`config.mk`:
```
export PLATFORM = sky130hd
export DESIGN_NAME = html_entity_stream_decoder_flat
export DESIGN_NICKNAME = d
export VERILOG_FILES = /design/src/hw/rtl/hesd_pkg.sv /design/src/hw/rtl/hesd_if.sv /design/src/hw/rtl/hesd_ctrl.sv /design/src/hw/rtl/hesd_dp.sv /design/src/hw/rtl/html_entity_stream_decoder.sv /design/src/flat_wrapper.sv
export SDC_FILE = /design/constraint.sdc
export NUM_CORES = 1
export LEC_CHECK = 0
export BUFFER_PORTS_ARGS = -buffer_cell sky130_fd_sc_hd__buf_2
export CORE_AREA = 2 2 382 290
export CTS_CLUSTER_SIZE = 30
export DETAILED_ROUTE_END_ITERATION = 16
export DIE_AREA = 0 0 384 292
export PLACE_DENSITY = 0.37
export SKIP_CTS_REPAIR_TIMING = 1
export SYNTH_ARGS = -nofsm -noshare
export SYNTH_HDL_FRONTEND = slang
export SYNTH_SLANG_ARGS = --single-unit
```
`constraint.sdc`:
```
create_clock -name i_clk -period 7.34 [get_ports i_clk]
set_clock_uncertainty 0.05 [all_clocks]
set_input_delay 1.468 -clock i_clk [delete_from_list [all_inputs] [get_ports i_clk]]
set_output_delay 1.468 -clock i_clk [all_outputs]
set_load 0.03 [all_outputs]
```
`src/hw/rtl/hesd_pkg.sv`:
```
// ----------------------------------------------------------------------------
// hesd_pkg
// Types, character codes and lookup tables shared by the entity decoder.
// ----------------------------------------------------------------------------
package hesd_pkg;

    localparam logic [7:0] CH_AMP   = 8'h26;
    localparam logic [7:0] CH_SEMI  = 8'h3B;
    localparam logic [7:0] CH_HASH  = 8'h23;
    localparam logic [7:0] CH_X_LO  = 8'h78;
    localparam logic [7:0] CH_X_UP  = 8'h58;

    localparam logic [20:0] SCALAR_MAX = 21'h10FFFF;
    localparam logic [20:0] SURR_LO    = 21'h00D800;
    localparam logic [20:0] SURR_HI    = 21'h00DFFF;

    localparam int NUM_NAMES = 6;

    // Names: amp, apos, gt, lt, nbsp, quot (lower case, padded with zero).
    localparam logic [7:0] NAME_CH [NUM_NAMES][4] = '{
        '{8'h61, 8'h6D, 8'h70, 8'h00},
        '{8'h61, 8'h70, 8'h6F, 8'h73},
        '{8'h67, 8'h74, 8'h00, 8'h00},
        '{8'h6C, 8'h74, 8'h00, 8'h00},
        '{8'h6E, 8'h62, 8'h73, 8'h70},
        '{8'h71, 8'h75, 8'h6F, 8'h74}
    };
    localparam logic [2:0] NAME_LEN [NUM_NAMES] = '{3'd3, 3'd4, 3'd2, 3'd2, 3'd4, 3'd4};
    localparam logic [7:0] NAME_OUT [NUM_NAMES] =
        '{8'h26, 8'h27, 8'h3E, 8'h3C, 8'h20, 8'h22};

    typedef enum logic [2:0] {
        S_IDLE,
        S_READ,
        S_PROC,
        S_UTF,
        S_FRD,
        S_FEM,
        S_FIN
    } t_state;

    typedef enum logic [2:0] {
        EM_BYTE,
        EM_NAMED,
        EM_AMP,
        EM_UTF,
        EM_FLUSH
    } t_emit_sel;

    typedef struct packed {
        logic      load_in;
        logic      rd_q;
        logic      start_cand;
        logic      append;
        logic      fail;
        logic      clr_cand;
        logic      utf_next;
        logic      rd_flush;
        logic      fin;
        logic      emit;
        t_emit_sel sel;
    } t_cmd;

    typedef struct packed {
        logic in_cand;
        logic b_amp;
        logic b_semi;
        logic num_ok;
        logic name_ok;
        logic full;
        logic q_empty;
        logic can_emit;
        logic can_fin;
        logic utf_last;
        logic flush_done;
        logic last;
        logic has_pend;
    } t_stat;

    // Returns {valid, value} for one digit character.
    function automatic logic [4:0] digit_val(input logic [7:0] c, input logic hex);
        logic [4:0] r;
        r = 5'd0;
        if (c >= 8'h30 && c <= 8'h39) begin
            r = {1'b1, c[3:0]};
        end else if (hex && c >= 8'h61 && c <= 8'h66) begin
            r = {1'b1, c[3:0] + 4'd9};
        end else if (hex && c >= 8'h41 && c <= 8'h46) begin
            r = {1'b1, c[3:0] + 4'd9};
        end
        return r;
    endfunction

endpackage

```
`src/hw/rtl/hesd_if.sv`:
```
// ----------------------------------------------------------------------------
// hesd_if
// Valid/ready channels carrying input items and result items.
// ----------------------------------------------------------------------------
interface hesd_in_if;
    logic       valid;
    logic       ready;
    logic [7:0] in_byte;
    logic       in_last;

    modport source (output valid, output in_byte, output in_last, input ready);
    modport sink   (input valid, input in_byte, input in_last, output ready);
endinterface

interface hesd_out_if;
    logic       valid;
    logic       ready;
    logic [7:0] out_byte;
    logic       out_valid;
    logic       run_end;
    logic       stream_end;

    modport source (output valid, output out_byte, output out_valid, output run_end,
                    output stream_end, input ready);
    modport sink   (input valid, input out_byte, input out_valid, input run_end,
                    input stream_end, output ready);
endinterface

```
`src/hw/rtl/hesd_ctrl.sv`:
```
// ----------------------------------------------------------------------------
// hesd_ctrl
// Sequencer that walks the byte queue and drives the datapath commands.
// ----------------------------------------------------------------------------
module hesd_ctrl (
    input  logic           i_clk,
    input  logic           i_rst_n,
    input  logic           i_in_valid,
    output logic           o_in_ready,
    input  hesd_pkg::t_stat i_stat,
    output hesd_pkg::t_cmd  o_cmd
);
    import hesd_pkg::*;

    t_state r_state, n_state;
    t_state s_done;

    always_ff @(posedge i_clk) begin
        if (!i_rst_n) begin
            r_state <= S_IDLE;
        end else begin
            r_state <= n_state;
        end
    end

    always_comb begin
        // Where to go once the current byte is finished.
        if (!i_stat.q_empty) begin
            s_done = S_READ;
        end else if (i_stat.last && i_stat.has_pend) begin
            s_done = S_FRD;
        end else begin
            s_done = S_FIN;
        end
    end

    always_comb begin
        n_state    = r_state;
        o_cmd      = '0;
        o_cmd.sel  = EM_BYTE;
        o_in_ready = 1'b0;
        case (r_state)
            S_IDLE: begin
                o_in_ready = 1'b1;
                if (i_in_valid) begin
                    o_cmd.load_in = 1'b1;
                    n_state       = S_READ;
                end
            end
            S_READ: begin
                o_cmd.rd_q = 1'b1;
                n_state    = S_PROC;
            end
            S_PROC: begin
                if (!i_stat.in_cand) begin
                    if (i_stat.b_amp) begin
                        o_cmd.start_cand = 1'b1;
                        // The ampersand is held from the next cycle on, so a
                        // final item must flush it.
                        if (!i_stat.q_empty) begin
                            n_state = S_READ;
                        end else if (i_stat.last) begin
                            n_state = S_FRD;
                        end else begin
                            n_state = S_FIN;
                        end
                    end else if (i_stat.can_emit) begin
                        o_cmd.emit = 1'b1;
                        o_cmd.sel  = EM_BYTE;
                        n_state    = s_done;
                    end
                end else if (i_stat.b_semi && i_stat.num_ok) begin
                    o_cmd.clr_cand = 1'b1;
                    n_state        = S_UTF;
                end else if (i_stat.b_semi && i_stat.name_ok) begin
                    if (i_stat.can_emit) begin
                        o_cmd.emit     = 1'b1;
                        o_cmd.sel      = EM_NAMED;
                        o_cmd.clr_cand = 1'b1;
                        // Nothing stays held once the name is resolved.
                        n_state        = i_stat.q_empty ? S_FIN : S_READ;
                    end
                end else if (i_stat.b_semi || i_stat.full) begin
                    // The held bytes after the ampersand and this one are scanned again.
                    if (i_stat.can_emit) begin
                        o_cmd.emit = 1'b1;
                        o_cmd.sel  = EM_AMP;
                        o_cmd.fail = 1'b1;
                        n_state    = S_READ;
                    end
                end else begin
                    o_cmd.append = 1'b1;
                    n_state      = s_done;
                end
            end
            S_UTF: begin
                if (i_stat.can_emit) begin
                    o_cmd.emit     = 1'b1;
                    o_cmd.sel      = EM_UTF;
                    o_cmd.utf_next = 1'b1;
                    if (i_stat.utf_last) begin
                        n_state = s_done;
                    end
                end
            end
            S_FRD: begin
                o_cmd.rd_flush = 1'b1;
                n_state        = S_FEM;
            end
            S_FEM: begin
                if (i_stat.can_emit) begin
                    o_cmd.emit = 1'b1;
                    o_cmd.sel  = EM_FLUSH;
                    n_state    = i_stat.flush_done ? S_FIN : S_FRD;
                end
            end
            S_FIN: begin
                if (i_stat.can_fin) begin
                    o_cmd.fin = 1'b1;
                    n_state   = S_IDLE;
                end
            end
            default: begin
                n_state = S_IDLE;
            end
        endcase
    end

    a_accept_reads: assert property (@(posedge i_clk) disable iff (!i_rst_n)
        (i_in_valid && o_in_ready) |=> (r_state == S_READ))
        else $error("accepted item did not start a queue read");
    a_fin_idle: assert property (@(posedge i_clk) disable iff (!i_rst_n)
        o_cmd.fin |=> (r_state == S_IDLE))
        else $error("block did not return to idle after finishing an item");
    a_fail_rescan: assert property (@(posedge i_clk) disable iff (!i_rst_n)
        o_cmd.fail |-> (o_cmd.emit && o_cmd.sel == EM_AMP))
        else $error("failed candidate without a literal ampersand");

endmodule

```
`src/hw/rtl/hesd_dp.sv`:
```
// ----------------------------------------------------------------------------
// hesd_dp
// Byte ring buffer, candidate parser, UTF-8 encoder and result registers.
// ----------------------------------------------------------------------------
module hesd_dp #(
    parameter int MAX_ENTITY_LEN = 32
) (
    input  logic            i_clk,
    input  logic            i_rst_n,
    hesd_in_if.sink         i_in,
    hesd_out_if.source      o_out,
    input  hesd_pkg::t_cmd  i_cmd,
    output hesd_pkg::t_stat o_stat
);
    import hesd_pkg::*;

    localparam int AW    = $clog2(MAX_ENTITY_LEN + 2);
    localparam int DEPTH = 1 << AW;
    localparam logic [AW-1:0] HOLD = AW'(MAX_ENTITY_LEN + 1);

    // The ring holds the candidate from its ampersand on and the bytes still
    // waiting to be scanned; together they never exceed the depth.
    logic [7:0]    mem [DEPTH];
    logic [7:0]    r_rdata;
    logic [AW-1:0] r_head, r_tail, r_cs, r_count, r_fi, r_rd_addr;
    logic          r_in_cand, r_last;

    logic          r_num_ok, r_hex, r_hasd, r_big;
    logic [20:0]   r_v;
    logic [NUM_NAMES-1:0] r_alive;
    logic [1:0]    r_uidx;

    logic [7:0]    r_hold;
    logic          r_hold_v;
    logic          r_out_v;
    logic [7:0]    r_out_byte;
    logic          r_out_bv, r_out_re, r_out_se;

    logic          out_free;
    logic [7:0]    lc;
    logic [4:0]    dv;
    logic [24:0]   nv;
    logic [AW-1:0] bidx;
    logic [NUM_NAMES-1:0] name_hit;
    logic [7:0]    name_byte;
    logic [1:0]    ulen;
    logic [7:0]    ubyte;
    logic [7:0]    em_byte;
    logic [AW-1:0] rd_addr;

    assign out_free = !r_out_v || o_out.ready;
    assign lc       = (r_rdata >= 8'h41 && r_rdata <= 8'h5A) ? (r_rdata + 8'h20) : r_rdata;
    assign dv       = digit_val(r_rdata, r_hex);
    assign nv       = r_hex ? ({r_v, 4'b0} + {21'd0, dv[3:0]})
                            : ({1'b0, r_v, 3'b0} + {3'b0, r_v, 1'b0} + {21'd0, dv[3:0]});
    assign bidx     = r_count - AW'(1);

    always_comb begin
        name_byte = 8'h00;
        for (int k = 0; k < NUM_NAMES; k++) begin
            name_hit[k] = r_alive[k] && (bidx == AW'(NAME_LEN[k]));
            if (name_hit[k]) begin
                name_byte = NAME_OUT[k];
            end
        end
    end

    always_comb begin
        if (r_v <= 21'h7F) begin
            ulen = 2'd0;
        end else if (r_v <= 21'h7FF) begin
            ulen = 2'd1;
        end else if (r_v <= 21'hFFFF) begin
            ulen = 2'd2;
        end else begin
            ulen = 2'd3;
        end
        ubyte = {2'b10, r_v[5:0]};
        case ({ulen, r_uidx})
            4'b00_00: ubyte = r_v[7:0];
            4'b01_00: ubyte = {3'b110, r_v[10:6]};
            4'b10_00: ubyte = {4'b1110, r_v[15:12]};
            4'b10_01: ubyte = {2'b10, r_v[11:6]};
            4'b11_00: ubyte = {5'b11110, r_v[20:18]};
            4'b11_01: ubyte = {2'b10, r_v[17:12]};
            4'b11_10: ubyte = {2'b10, r_v[11:6]};
            default:  ubyte = {2'b10, r_v[5:0]};
        endcase
    end

    always_comb begin
        case (i_cmd.sel)
            EM_NAMED: em_byte = name_byte;
            EM_AMP:   em_byte = CH_AMP;
            EM_UTF:   em_byte = ubyte;
            default:  em_byte = r_rdata;
        endcase
    end

    assign rd_addr = i_cmd.rd_flush ? (r_cs + r_fi) : r_head;

    always_ff @(posedge i_clk) begin
        if (i_cmd.load_in) begin
            mem[r_tail] <= i_in.in_byte;
        end
        if (i_cmd.rd_q || i_cmd.rd_flush) begin
            r_rdata <= mem[rd_addr];
        end
    end

    // Queue pointers, candidate tracking and incremental parse state.
    always_ff @(posedge i_clk) begin
        if (!i_rst_n) begin
            r_head    <= '0;
            r_tail    <= '0;
            r_count   <= '0;
            r_fi      <= '0;
            r_in_cand <= 1'b0;
            r_last    <= 1'b0;
            r_uidx    <= '0;
        end else begin
            if (i_cmd.load_in) begin
                r_tail <= r_tail + AW'(1);
                r_last <= i_in.in_last;
            end
            if (i_cmd.rd_q) begin
                r_head    <= r_head + AW'(1);
                r_rd_addr <= r_head;
            end
            if (i_cmd.rd_flush) begin
                r_fi <= r_fi + AW'(1);
            end
            if (i_cmd.start_cand) begin
                r_cs      <= r_rd_addr;
                r_count   <= AW'(1);
                r_in_cand <= 1'b1;
                r_num_ok  <= 1'b0;
                r_hex     <= 1'b0;
                r_hasd    <= 1'b0;
                r_big     <= 1'b0;
                r_v       <= '0;
                r_alive   <= '1;
            end
            if (i_cmd.append) begin
                r_count <= r_count + AW'(1);
                for (int k = 0; k < NUM_NAMES; k++) begin
                    r_alive[k] <= r_alive[k] && (bidx < AW'(NAME_LEN[k]))
                                  && (NAME_CH[k][bidx[1:0]] == lc);
                end
                if (r_count == AW'(1)) begin
                    r_num_ok <= (r_rdata == CH_HASH);
                end else if (r_count == AW'(2) &&
                             (r_rdata == CH_X_LO || r_rdata == CH_X_UP)) begin
                    r_hex <= 1'b1;
                end else if (dv[4]) begin
                    r_hasd <= 1'b1;
                    if (!r_big) begin
                        if (nv > {4'd0, SCALAR_MAX}) begin
                            r_big <= 1'b1;
                        end else begin
                            r_v <= nv[20:0];
                        end
                    end
                end else begin
                    r_num_ok <= 1'b0;
                end
            end
            if (i_cmd.clr_cand) begin
                r_in_cand <= 1'b0;
                r_count   <= '0;
                r_uidx    <= '0;
            end
            if (i_cmd.utf_next) begin
                r_uidx <= r_uidx + 2'd1;
            end
            if (i_cmd.fail) begin
                r_head    <= r_cs + AW'(1);
                r_in_cand <= 1'b0;
                r_count   <= '0;
            end
            if (i_cmd.fin) begin
                r_fi <= '0;
                if (r_last) begin
                    r_in_cand <= 1'b0;
                    r_count   <= '0;
                end
            end
        end
    end

    // One result is held back so the last one of an item can carry run_end.
    always_ff @(posedge i_clk) begin
        if (!i_rst_n) begin
            r_hold_v <= 1'b0;
            r_out_v  <= 1'b0;
        end else begin
            if (r_out_v && o_out.ready) begin
                r_out_v <= 1'b0;
            end
            if (i_cmd.emit) begin
                if (r_hold_v) begin
                    r_out_v    <= 1'b1;
                    r_out_byte <= r_hold;
                    r_out_bv   <= 1'b1;
                    r_out_re   <= 1'b0;
                    r_out_se   <= 1'b0;
                end
                r_hold   <= em_byte;
                r_hold_v <= 1'b1;
            end
            if (i_cmd.fin) begin
                if (r_hold_v) begin
                    r_out_v    <= 1'b1;
                    r_out_byte <= r_hold;
                    r_out_bv   <= 1'b1;
                    r_out_re   <= 1'b1;
                    r_out_se   <= r_last;
                    r_hold_v   <= 1'b0;
                end else if (r_last) begin
                    r_out_v    <= 1'b1;
                    r_out_byte <= 8'h00;
                    r_out_bv   <= 1'b0;
                    r_out_re   <= 1'b1;
                    r_out_se   <= 1'b1;
                end
            end
        end
    end

    assign o_out.valid      = r_out_v;
    assign o_out.out_byte   = r_out_byte;
    assign o_out.out_valid  = r_out_bv;
    assign o_out.run_end    = r_out_re;
    assign o_out.stream_end = r_out_se;

    always_comb begin
        o_stat.in_cand    = r_in_cand;
        o_stat.b_amp      = (r_rdata == CH_AMP);
        o_stat.b_semi     = (r_rdata == CH_SEMI);
        o_stat.num_ok     = r_num_ok && r_hasd && !r_big && !(r_v >= SURR_LO && r_v <= SURR_HI);
        o_stat.name_ok    = |name_hit;
        o_stat.full       = (r_count >= HOLD);
        o_stat.q_empty    = (r_head == r_tail);
        o_stat.can_emit   = !r_hold_v || out_free;
        o_stat.can_fin    = out_free;
        o_stat.utf_last   = (r_uidx == ulen);
        o_stat.flush_done = (r_fi == r_count);
        o_stat.last       = r_last;
        o_stat.has_pend   = (r_count != '0);
    end

    a_count_bound: assert property (@(posedge i_clk) disable iff (!i_rst_n)
        r_count <= HOLD)
        else $error("held candidate exceeds its limit");
    a_idle_empty: assert property (@(posedge i_clk) disable iff (!i_rst_n)
        !r_in_cand |-> (r_count == '0))
        else $error("bytes held without an open candidate");
    a_emit_room: assert property (@(posedge i_clk) disable iff (!i_rst_n)
        (i_cmd.emit && r_hold_v) |-> out_free)
        else $error("result pushed into an occupied output register");

endmodule

```
`src/hw/rtl/html_entity_stream_decoder.sv`:
```
// ----------------------------------------------------------------------------
// html_entity_stream_decoder
// HTML character reference decoder with UTF-8 output over valid/ready items.
// ----------------------------------------------------------------------------
// One input item is taken at a time. A plain byte passes through accept,
// queue read, decode and finish before the next ready; each byte scanned
// again after a failed candidate takes another queue read and decode, each
// UTF-8 byte of a numeric reference its own emit step, and each byte flushed
// at end of stream a flush read and a flush emit, through the byte ring and
// its registered read. A result is held one step inside so the last byte of
// an item carries run_end; output stalls only pause the sequencer.
module html_entity_stream_decoder #(
    parameter int MAX_ENTITY_LEN = 32
) (
    input  logic       i_clk,
    input  logic       i_rst_n,
    hesd_in_if.sink    i_in,
    hesd_out_if.source o_out
);
    import hesd_pkg::*;

    t_cmd  cmd;
    t_stat stat;
    logic  in_ready;

    assign i_in.ready = in_ready;

    hesd_ctrl u_ctrl (
        .i_clk      (i_clk),
        .i_rst_n    (i_rst_n),
        .i_in_valid (i_in.valid),
        .o_in_ready (in_ready),
        .i_stat     (stat),
        .o_cmd      (cmd)
    );

    hesd_dp #(
        .MAX_ENTITY_LEN (MAX_ENTITY_LEN)
    ) u_dp (
        .i_clk   (i_clk),
        .i_rst_n (i_rst_n),
        .i_in    (i_in),
        .o_out   (o_out),
        .i_cmd   (cmd),
        .o_stat  (stat)
    );

endmodule
```
`src/flat_wrapper.sv`:
```
// flat-port wrapper written by rule: the top's interface ports become plain ports
module html_entity_stream_decoder_flat import hesd_pkg::*;
#(
    parameter int MAX_ENTITY_LEN = 32
)
  (i_clk, i_rst_n, i_in_valid, i_in_in_byte, i_in_in_last, i_in_ready, o_out_valid, o_out_out_byte, o_out_out_valid, o_out_run_end, o_out_stream_end, o_out_ready);
  hesd_in_if i_in_i ();
  hesd_out_if o_out_i ();
  input  logic i_clk;
  input  logic i_rst_n;
  input wire logic [$bits(i_in_i.valid)-1:0] i_in_valid;
  input wire logic [$bits(i_in_i.in_byte)-1:0] i_in_in_byte;
  input wire logic [$bits(i_in_i.in_last)-1:0] i_in_in_last;
  output wire logic [$bits(i_in_i.ready)-1:0] i_in_ready;
  output wire logic [$bits(o_out_i.valid)-1:0] o_out_valid;
  output wire logic [$bits(o_out_i.out_byte)-1:0] o_out_out_byte;
  output wire logic [$bits(o_out_i.out_valid)-1:0] o_out_out_valid;
  output wire logic [$bits(o_out_i.run_end)-1:0] o_out_run_end;
  output wire logic [$bits(o_out_i.stream_end)-1:0] o_out_stream_end;
  input wire logic [$bits(o_out_i.ready)-1:0] o_out_ready;
  assign i_in_i.valid = i_in_valid;
  assign i_in_i.in_byte = i_in_in_byte;
  assign i_in_i.in_last = i_in_in_last;
  assign i_in_ready = i_in_i.ready;
  assign o_out_valid = o_out_i.valid;
  assign o_out_out_byte = o_out_i.out_byte;
  assign o_out_out_valid = o_out_i.out_valid;
  assign o_out_run_end = o_out_i.run_end;
  assign o_out_stream_end = o_out_i.stream_end;
  assign o_out_i.ready = o_out_ready;
  html_entity_stream_decoder #(.MAX_ENTITY_LEN(MAX_ENTITY_LEN)) u_core (.i_clk(i_clk), .i_rst_n(i_rst_n), .i_in(i_in_i), .o_out(o_out_i));
endmodule
```
==> flow_metrics.py, run 1 <==
metrics = {
    "run_status": {
        "status": "finished, final reports clean",
    },
    "finish": {
        "n_antenna_cell": 0,
        "final_cell_mix": "edfxtp_1, mux2i_1, nor2_1",
        "nets": 2135,
        "drive_above_1_share_pct": 8.77,
        "multi_input_area_sq_um": 10400,
        "fillers": 10800,
        "design_area_sq_um": 33100,
        "area_delta_synth_final_pct": 13.9,
        "seqCellArea_sq_um": 18100,
        "layout_commonest_cell": "edfxtp_1",
        "fin_cells": 3553,
    },
    "grt": {
        "grtUsageTotal_pct": 13.9,
        "grt_pass1_vias": 16400,
        "antenna_found_initial": 0,
        "grt_max_degree": 87,
        "grt_pass1_wl_mm": 115,
        "overflow": 0,
    },
    "hold_path": {
        "hold_class": "reg2reg",
    },
    "critical_path": {
        "cp-end-kind": "register",
        "crit_type": "reg2reg",
        "worstPathCellList": "inv_1 -> ha_1 -> or4b_1 -> a32oi_1 -> o31ai_1 -> a311oi_2 -> nor2_1 -> fa_1 -> fa_1 -> a21o_1 -> a221o_1 -> a2111oi_4 -> o21a_1 -> o31ai_2 -> and4_1 -> o221ai_2 -> buf_4 -> mux2i_1",
        "cp_max_fo": 18,
        "cp_top_family": "compound AO/OA/AOI/OAI gates",
        "slowest_delay_ns": 0.69,
        "cp-start-kind": "register",
        "cp_common_cell": "fa_1",
        "critPathSlowestCell": "edfxtp_1",
        "crit_arrival_ns": 6.71,
        "cp.required_ns": 7.67,
        "cp.buffers_inverters": 2,
    },
    "detailed_routing": {
        "wl_per_cell_microns": 22.0,
        "drc": 0,
        "dr.pass1.iters": 5,
        "wl_mm": 78.3,
        "drt_iter0_drc": 1090,
        "antenna_left": 0,
        "vias": 16700,
        "post_drt_via_cell_ratio": 4.69,
    },
    "clock_network": {
        "root_buffer": "clkbuf_16",
        "htreeDepth": 3,
        "clock-sinks": 615,
        "cts_made_buffers": 71,
        "clock_latency_ns": 0.65,
        "cts_buffer_depth": 3,
        "tritoncts": "built",
        "clk_pin_slew_ns": 0.06,
    },
    "timing": {
        "period_needed_ns": 6.37,
        "setup_violations": 0,
        "period_share_pct": 86.8,
        "tightest_slew_ns": 1.23,
        "finalMaxSlewViolations": 0,
        "rsz0062_at_grt": "false",
        "hold_violations": 0,
        "setup_tns_ns": 0,
        "max_freq_mhz": 157,
        "slew_headroom_pct": 15.3,
    },
    "synthesis": {
        "synth-seq-cells": 615,
        "ys_types": 79,
        "synth_top_family_by_area": "multiplexers",
        "synthFlopType": "edfxtp_1",
        "synth_edf_count": 582,
        "netlist_area_sq_um": 29000,
        "synth_compound_area_share_pct": 5.56,
        "synthSimpleGateAreaFrac_pct": 6.38,
        "avgSynthCellArea_sq_um": 14.3,
        "synth_fp_nets": 2118,
        "synthXorXnorAreaFrac_pct": 1.90,
        "muxShareOfSynthArea_pct": 18.8,
        "synth_fa_ha_area_share_pct": 2.96,
        "ys_warn_count": 0,
        "synthArstFlopShare_pct": 0,
        "seq_area_frac_synth_pct": 62.5,
        "syn_inst": 2038,
    },
    "die": {
        "fp.dieArea_sq_um": 112000,
        "rows": 105,
        "die_y_microns": 292,
        "ios": 26,
        "core_sq_um": 108000,
        "die_w_microns": 384,
        "initial_utilization_pct": 26.8,
    },
    "place": {
        "io_buffers": 25,
        "gp_congestion": 0.815,
        "dp.cells": 3426,
        "dp_hpwl_mm": 49.7,
        "place_area_sq_um": 30800,
    },
    "pwr": {
        "powerDensity_nw_per_um2": 316,
        "comb_power_share_pct": 26.7,
        "power_switching_w": 0.00332,
        "p_seq_share_pct": 40.0,
        "swShare_pct": 31.8,
        "clkPwrFrac_pct": 33.3,
        "vdd.ir_drop.worst_uv": 275,
        "p_int_w": 0.00714,
        "p_leak_nw": 14.0,
    },
    "job": {
        "maxCapViolCount": 0,
    },
}
cell families after synthesis:
logic type / after synthesis
flip-flops: 615
multiplexers: 545
AND/OR/NAND/NOR: 386
AO/OA/AOI/OAI: 231
buffers and inverters: 131
adder cells (fa/ha/maj): 67
XOR/XNOR: 63
cell type report:
cell class	instances	share of cell area, %
clock buffer	96	6.00
sequential	615	54.8
timing repair buffer	55	1.25
clock inverter	31	0.817
multi-input combinational	1292	31.4
inverter	20	0.227
tap	1444	5.46
power groups by stage:
stage	clock, W	sequential (W)	combinational, W
3_3_place_gp	0	0.00425	0.00284
5_1_grt	0.00373	0.00420	0.00303
6_report	0.00348	0.00418	0.00280
4_1_cts	0.00360	0.00418	0.00284
2_1_floorplan	0	0.00415	0.00195
3_5_place_dp	0	0.00425	0.00283
synthesized netlist by cell type (30+ instances only):
master / number / area share (%)
edfxtp_1: 582 / 60
mux2i_1: 542 / 19
nor2_1: 139 / 1.8
nand2_1: 88 / 1.1
a21oi_1: 71 / 1.2
ha_1: 64 / 2.8
clkbuf_1: 48 / 0.62
buf_2: 38 / 0.65
dfxtp_1: 33 / 2.3
xnor2_1: 33 / 1.0
xor2_1: 30 / 0.90
worst paths after layout:
kind                       startpoint  slack, ns                  end  depth (start not counted)
max            u_core.u_dp.r_rdata[1]       0.97   u_core.u_dp.r_v[5]                         18
max reg2reg    u_core.u_dp.r_rdata[1]       0.97   u_core.u_dp.r_v[5]                         18
min          u_core.u_dp.r_rd_addr[2]       0.37  u_core.u_dp.r_cs[2]                          0
min reg2reg  u_core.u_dp.r_rd_addr[2]       0.37  u_core.u_dp.r_cs[2]                          0
per-layer routing:
layer | part of all wire, % | vias up | routed length (microns) | track usage (%)
li1 | - | 7846 | - | -
met1 | 54 | 8451 | 42600 | 22.3
met2 | 40 | 273 | 31600 | 19.1
met3 | 3.3 | 102 | 2620 | 2.20
met4 | 1.8 | 0 | 1430 | 3.40
met5 | 0 | - | 0 | 0
per-stage QoR:
stage	total power [W]	util [%]	worst slack, ns	hold WS, ns
2_1_floorplan	0.00611	-	1.90	0.350
3_3_place_gp	0.00709	28.5	1.21	0.353
3_5_place_dp	0.00709	28.5	1.04	0.355
4_1_cts	0.0106	30.5	1.01	0.368
5_1_grt	0.0110	30.5	0.606	0.376
6_report	0.0105	30.5	0.967	0.368
registers in the layout, indices dropped and copies added (netlist names), 2 cells and up:
name / flops
u_core.u_dp.r_v: 21
u_core.u_dp.r_fi: 6
u_core.u_dp.r_rdata: 8
u_core.u_dp.r_alive: 6
u_core.u_dp.r_rd_addr: 6
u_core.u_dp.mem: 512
u_core.u_dp.r_head: 6
u_core.u_dp.r_tail: 6
u_core.u_dp.r_uidx: 2
u_core.u_ctrl.r_state: 3
u_core.u_dp.o_out.out_byte: 8
u_core.u_dp.r_hold: 8
u_core.u_dp.r_cs: 6
u_core.u_dp.r_count: 6
Note: power is estimated with default switching activity, not from simulation.
==> run 2: changes to the inputs <==
--- a/config.mk
+++ b/config.mk
@@ -10,7 +10,9 @@
 export CTS_CLUSTER_SIZE = 30
 export DETAILED_ROUTE_END_ITERATION = 16
 export DIE_AREA = 0 0 384 292
+export MAX_ROUTING_LAYER = met4
 export PLACE_DENSITY = 0.37
+export RECOVER_POWER = 100
 export SKIP_CTS_REPAIR_TIMING = 1
 export SYNTH_ARGS = -nofsm -noshare
 export SYNTH_HDL_FRONTEND = slang
==> run 2 against run 1 <==
Effect of this change:
- the run now ends with capacitance limit, slew limit left
- combinational power about the same
- fmax decreased by 2.5%
- power about the same
- non-clock buffer count did not move
- worst hold slack gained 0.00077 ns
- cell count about the same
- critical path type unchanged
- highest routed layer unchanged
- core utilization is 0.099 points lower
- first-iteration DRC count grew 10%
- global-route usage rose by 0.44 points
- design area decreased by 0.33%
- critical endpoint unchanged
- sequential power about the same
- die area unchanged
==> flow_metrics.py, run 2 (synthesis results as in run 1) <==
metrics = {
    "run_status": {
        "status": "finished, violations left",
        "violations": "capacitance limit, slew limit",
    },
    "timing": {
        "period_needed_ns": 6.53,
        "period_share_pct": 89.0,
        "setup_tns_ns": 0,
        "finalMaxSlewViolations": 578,
        "setup_ws_ns": 0.805,
        "max_freq_mhz": 153,
        "rsz0062_at_grt": "false",
        "setup_violations": 0,
        "slew_headroom_pct": -120,
        "tightest_slew_ns": 3.30,
        "hold_violations": 0,
    },
    "hold_path": {
        "hold_class": "reg2reg",
        "holdCritStartpoint": "u_core.u_dp.r_rd_addr[5]",
    },
    "finish": {
        "final_cell_mix": "edfxtp_1, mux2i_1, nor2_1",
        "largest_reg_flops": 512,
        "reg.largest.list": "u_core.u_dp.mem x512, u_core.u_dp.r_v x21",
        "design_area_sq_um": 33000,
        "multi_input_area_sq_um": 10400,
        "fin_cells": 3554,
        "area_delta_synth_final_pct": 13.6,
        "seqCellArea_sq_um": 18100,
        "fillers": 10800,
        "top_register": "u_core.u_dp.mem",
        "nets": 2135,
        "layout_commonest_cell": "edfxtp_1",
        "drive_above_1_share_pct": 7.35,
    },
    "critical_path": {
        "slowest_delay_ns": 0.68,
        "cp.required_ns": 7.68,
        "crit_path_start": "u_core.u_dp.r_rdata[1]",
        "worstPathCellList": "inv_1 -> ha_1 -> or4b_1 -> a32oi_1 -> o31ai_1 -> a311oi_2 -> nor2_1 -> fa_1 -> fa_1 -> a21o_1 -> a221o_1 -> a2111oi_4 -> o31ai_1 -> xor2_1 -> a211oi_1 -> o221ai_1 -> buf_4 -> mux2i_1",
        "crit_type": "reg2reg",
        "cp_max_fo": 18,
        "critPathSlowestCell": "edfxtp_1",
        "r2r-start": "u_core.u_dp.r_rdata[1]",
        "cp_top_family": "compound AO/OA/AOI/OAI gates",
        "cp-end-kind": "register",
        "cp.buffers_inverters": 2,
        "crit_arrival_ns": 6.87,
        "cp-start-kind": "register",
    },
    "detailed_routing": {
        "vias": 16700,
        "antenna_left": 0,
        "drt_iter0_drc": 1203,
        "wl_mm": 78.5,
        "dr.pass1.iters": 5,
        "post_drt_via_cell_ratio": 4.69,
        "wl_per_cell_microns": 22.1,
        "drc": 0,
    },
    "place": {
        "io_buffers": 25,
        "dp_slack_ns": 1.04,
        "dp.cells": 3426,
        "gp_congestion": 0.827,
        "place_area_sq_um": 30800,
        "dp_hpwl_mm": 49.7,
    },
    "clock_network": {
        "clock_latency_ns": 0.66,
        "root_buffer": "clkbuf_16",
        "tritoncts": "built",
        "clk_pin_slew_ns": 0.06,
        "htreeDepth": 3,
        "clock-sinks": 615,
        "cts_buffer_depth": 3,
        "cts_made_buffers": 71,
    },
    "pwr": {
        "vdd.ir_drop.worst_uv": 277,
        "p_leak_nw": 14.0,
        "powerDensity_nw_per_um2": 317,
    },
    "job": {
        "maxCapViolCount": 10,
    },
    "grt": {
        "antenna_found_initial": 0,
        "overflow": 0,
        "grt_max_degree": 87,
        "grt_pass1_vias": 16400,
        "grt_pass1_wl_mm": 115,
        "grtUsageTotal_pct": 14.4,
    },
    "die": {
        "die_w_microns": 384,
        "core_sq_um": 108000,
        "fp.dieArea_sq_um": 112000,
        "rows": 105,
        "die_y_microns": 292,
        "initial_utilization_pct": 26.8,
        "ios": 26,
    },
}
-- run 2: cell types whose count changed in the layout (fill, tap and decap cells not counted), moves of 2 or more --
cell      change
buf_4        -10
o21ai_1       -2
clkbuf_1     +23
and2_0        +4
and2_1        -4
buf_2        -13
o21ai_0       +2
-- run 2: per-layer routing --
layer	vias up	routed length, microns	track usage [%]
li1	7848	-	-
met1	8416	42500	22.3
met2	311	31800	19.1
met3	98	2860	2.24
met4	0	1380	3.40
met5	-	0	-
-- run 2: layout make-up --
type / instances / share of cell area, %
antenna: 1 / 0.00759
clock buffer: 96 / 6.02
clock inverter: 31 / 0.819
inverter: 20 / 0.228
multi-input combinational: 1292 / 31.4
sequential: 615 / 55.0
tap: 1444 / 5.48
timing repair buffer: 55 / 1.05
-- run 2: worst paths after layout --
check	endpoint	slack, ns	cells past startpoint
worst max-delay path	u_core.u_dp.r_v[5]	0.81	18
worst max register to register	u_core.u_dp.r_v[5]	0.81	18
worst min register to register	u_core.u_dp.r_cs[5]	0.37	0
worst min-delay path	u_core.u_dp.r_cs[5]	0.37	0
-- run 2: through the flow --
| stage | power, W | hold WS, ns | utilization [%] |
|---|---|---|---|
| 6_report | 0.0105 | 0.369 | 30.4 |
| 5_1_grt | 0.0110 | 0.376 | 30.4 |
| 4_1_cts | 0.0106 | 0.368 | 30.5 |
| 3_5_place_dp | 0.00709 | 0.355 | 28.5 |
| 3_3_place_gp | 0.00709 | 0.353 | 28.5 |
| 2_1_floorplan | 0.00611 | 0.350 | - |
-- run 2: worst register-to-register path: stages (launching register included) --
cell       delay, ns
edfxtp_1        0.68
inv_1           0.20
ha_1            0.24
or4b_1          0.54
a32oi_1         0.18
o31ai_1         0.11
a311oi_2        0.59
nor2_1          0.17
fa_1            0.52
fa_1            0.47
a21o_1          0.19
a221o_1         0.46
a2111oi_4       0.42
o31ai_1         0.14
xor2_1          0.15
a211oi_1        0.35
o221ai_1        0.29
buf_4           0.34
mux2i_1         0.18
-- run 2: power breakdown --
group	internal, W	switching (W)	leakage (nW)
Combinational	0.00110	0.00169	7.32
Sequential	0.00400	0.000182	5.53
Clock	0.00204	0.00145	1.11
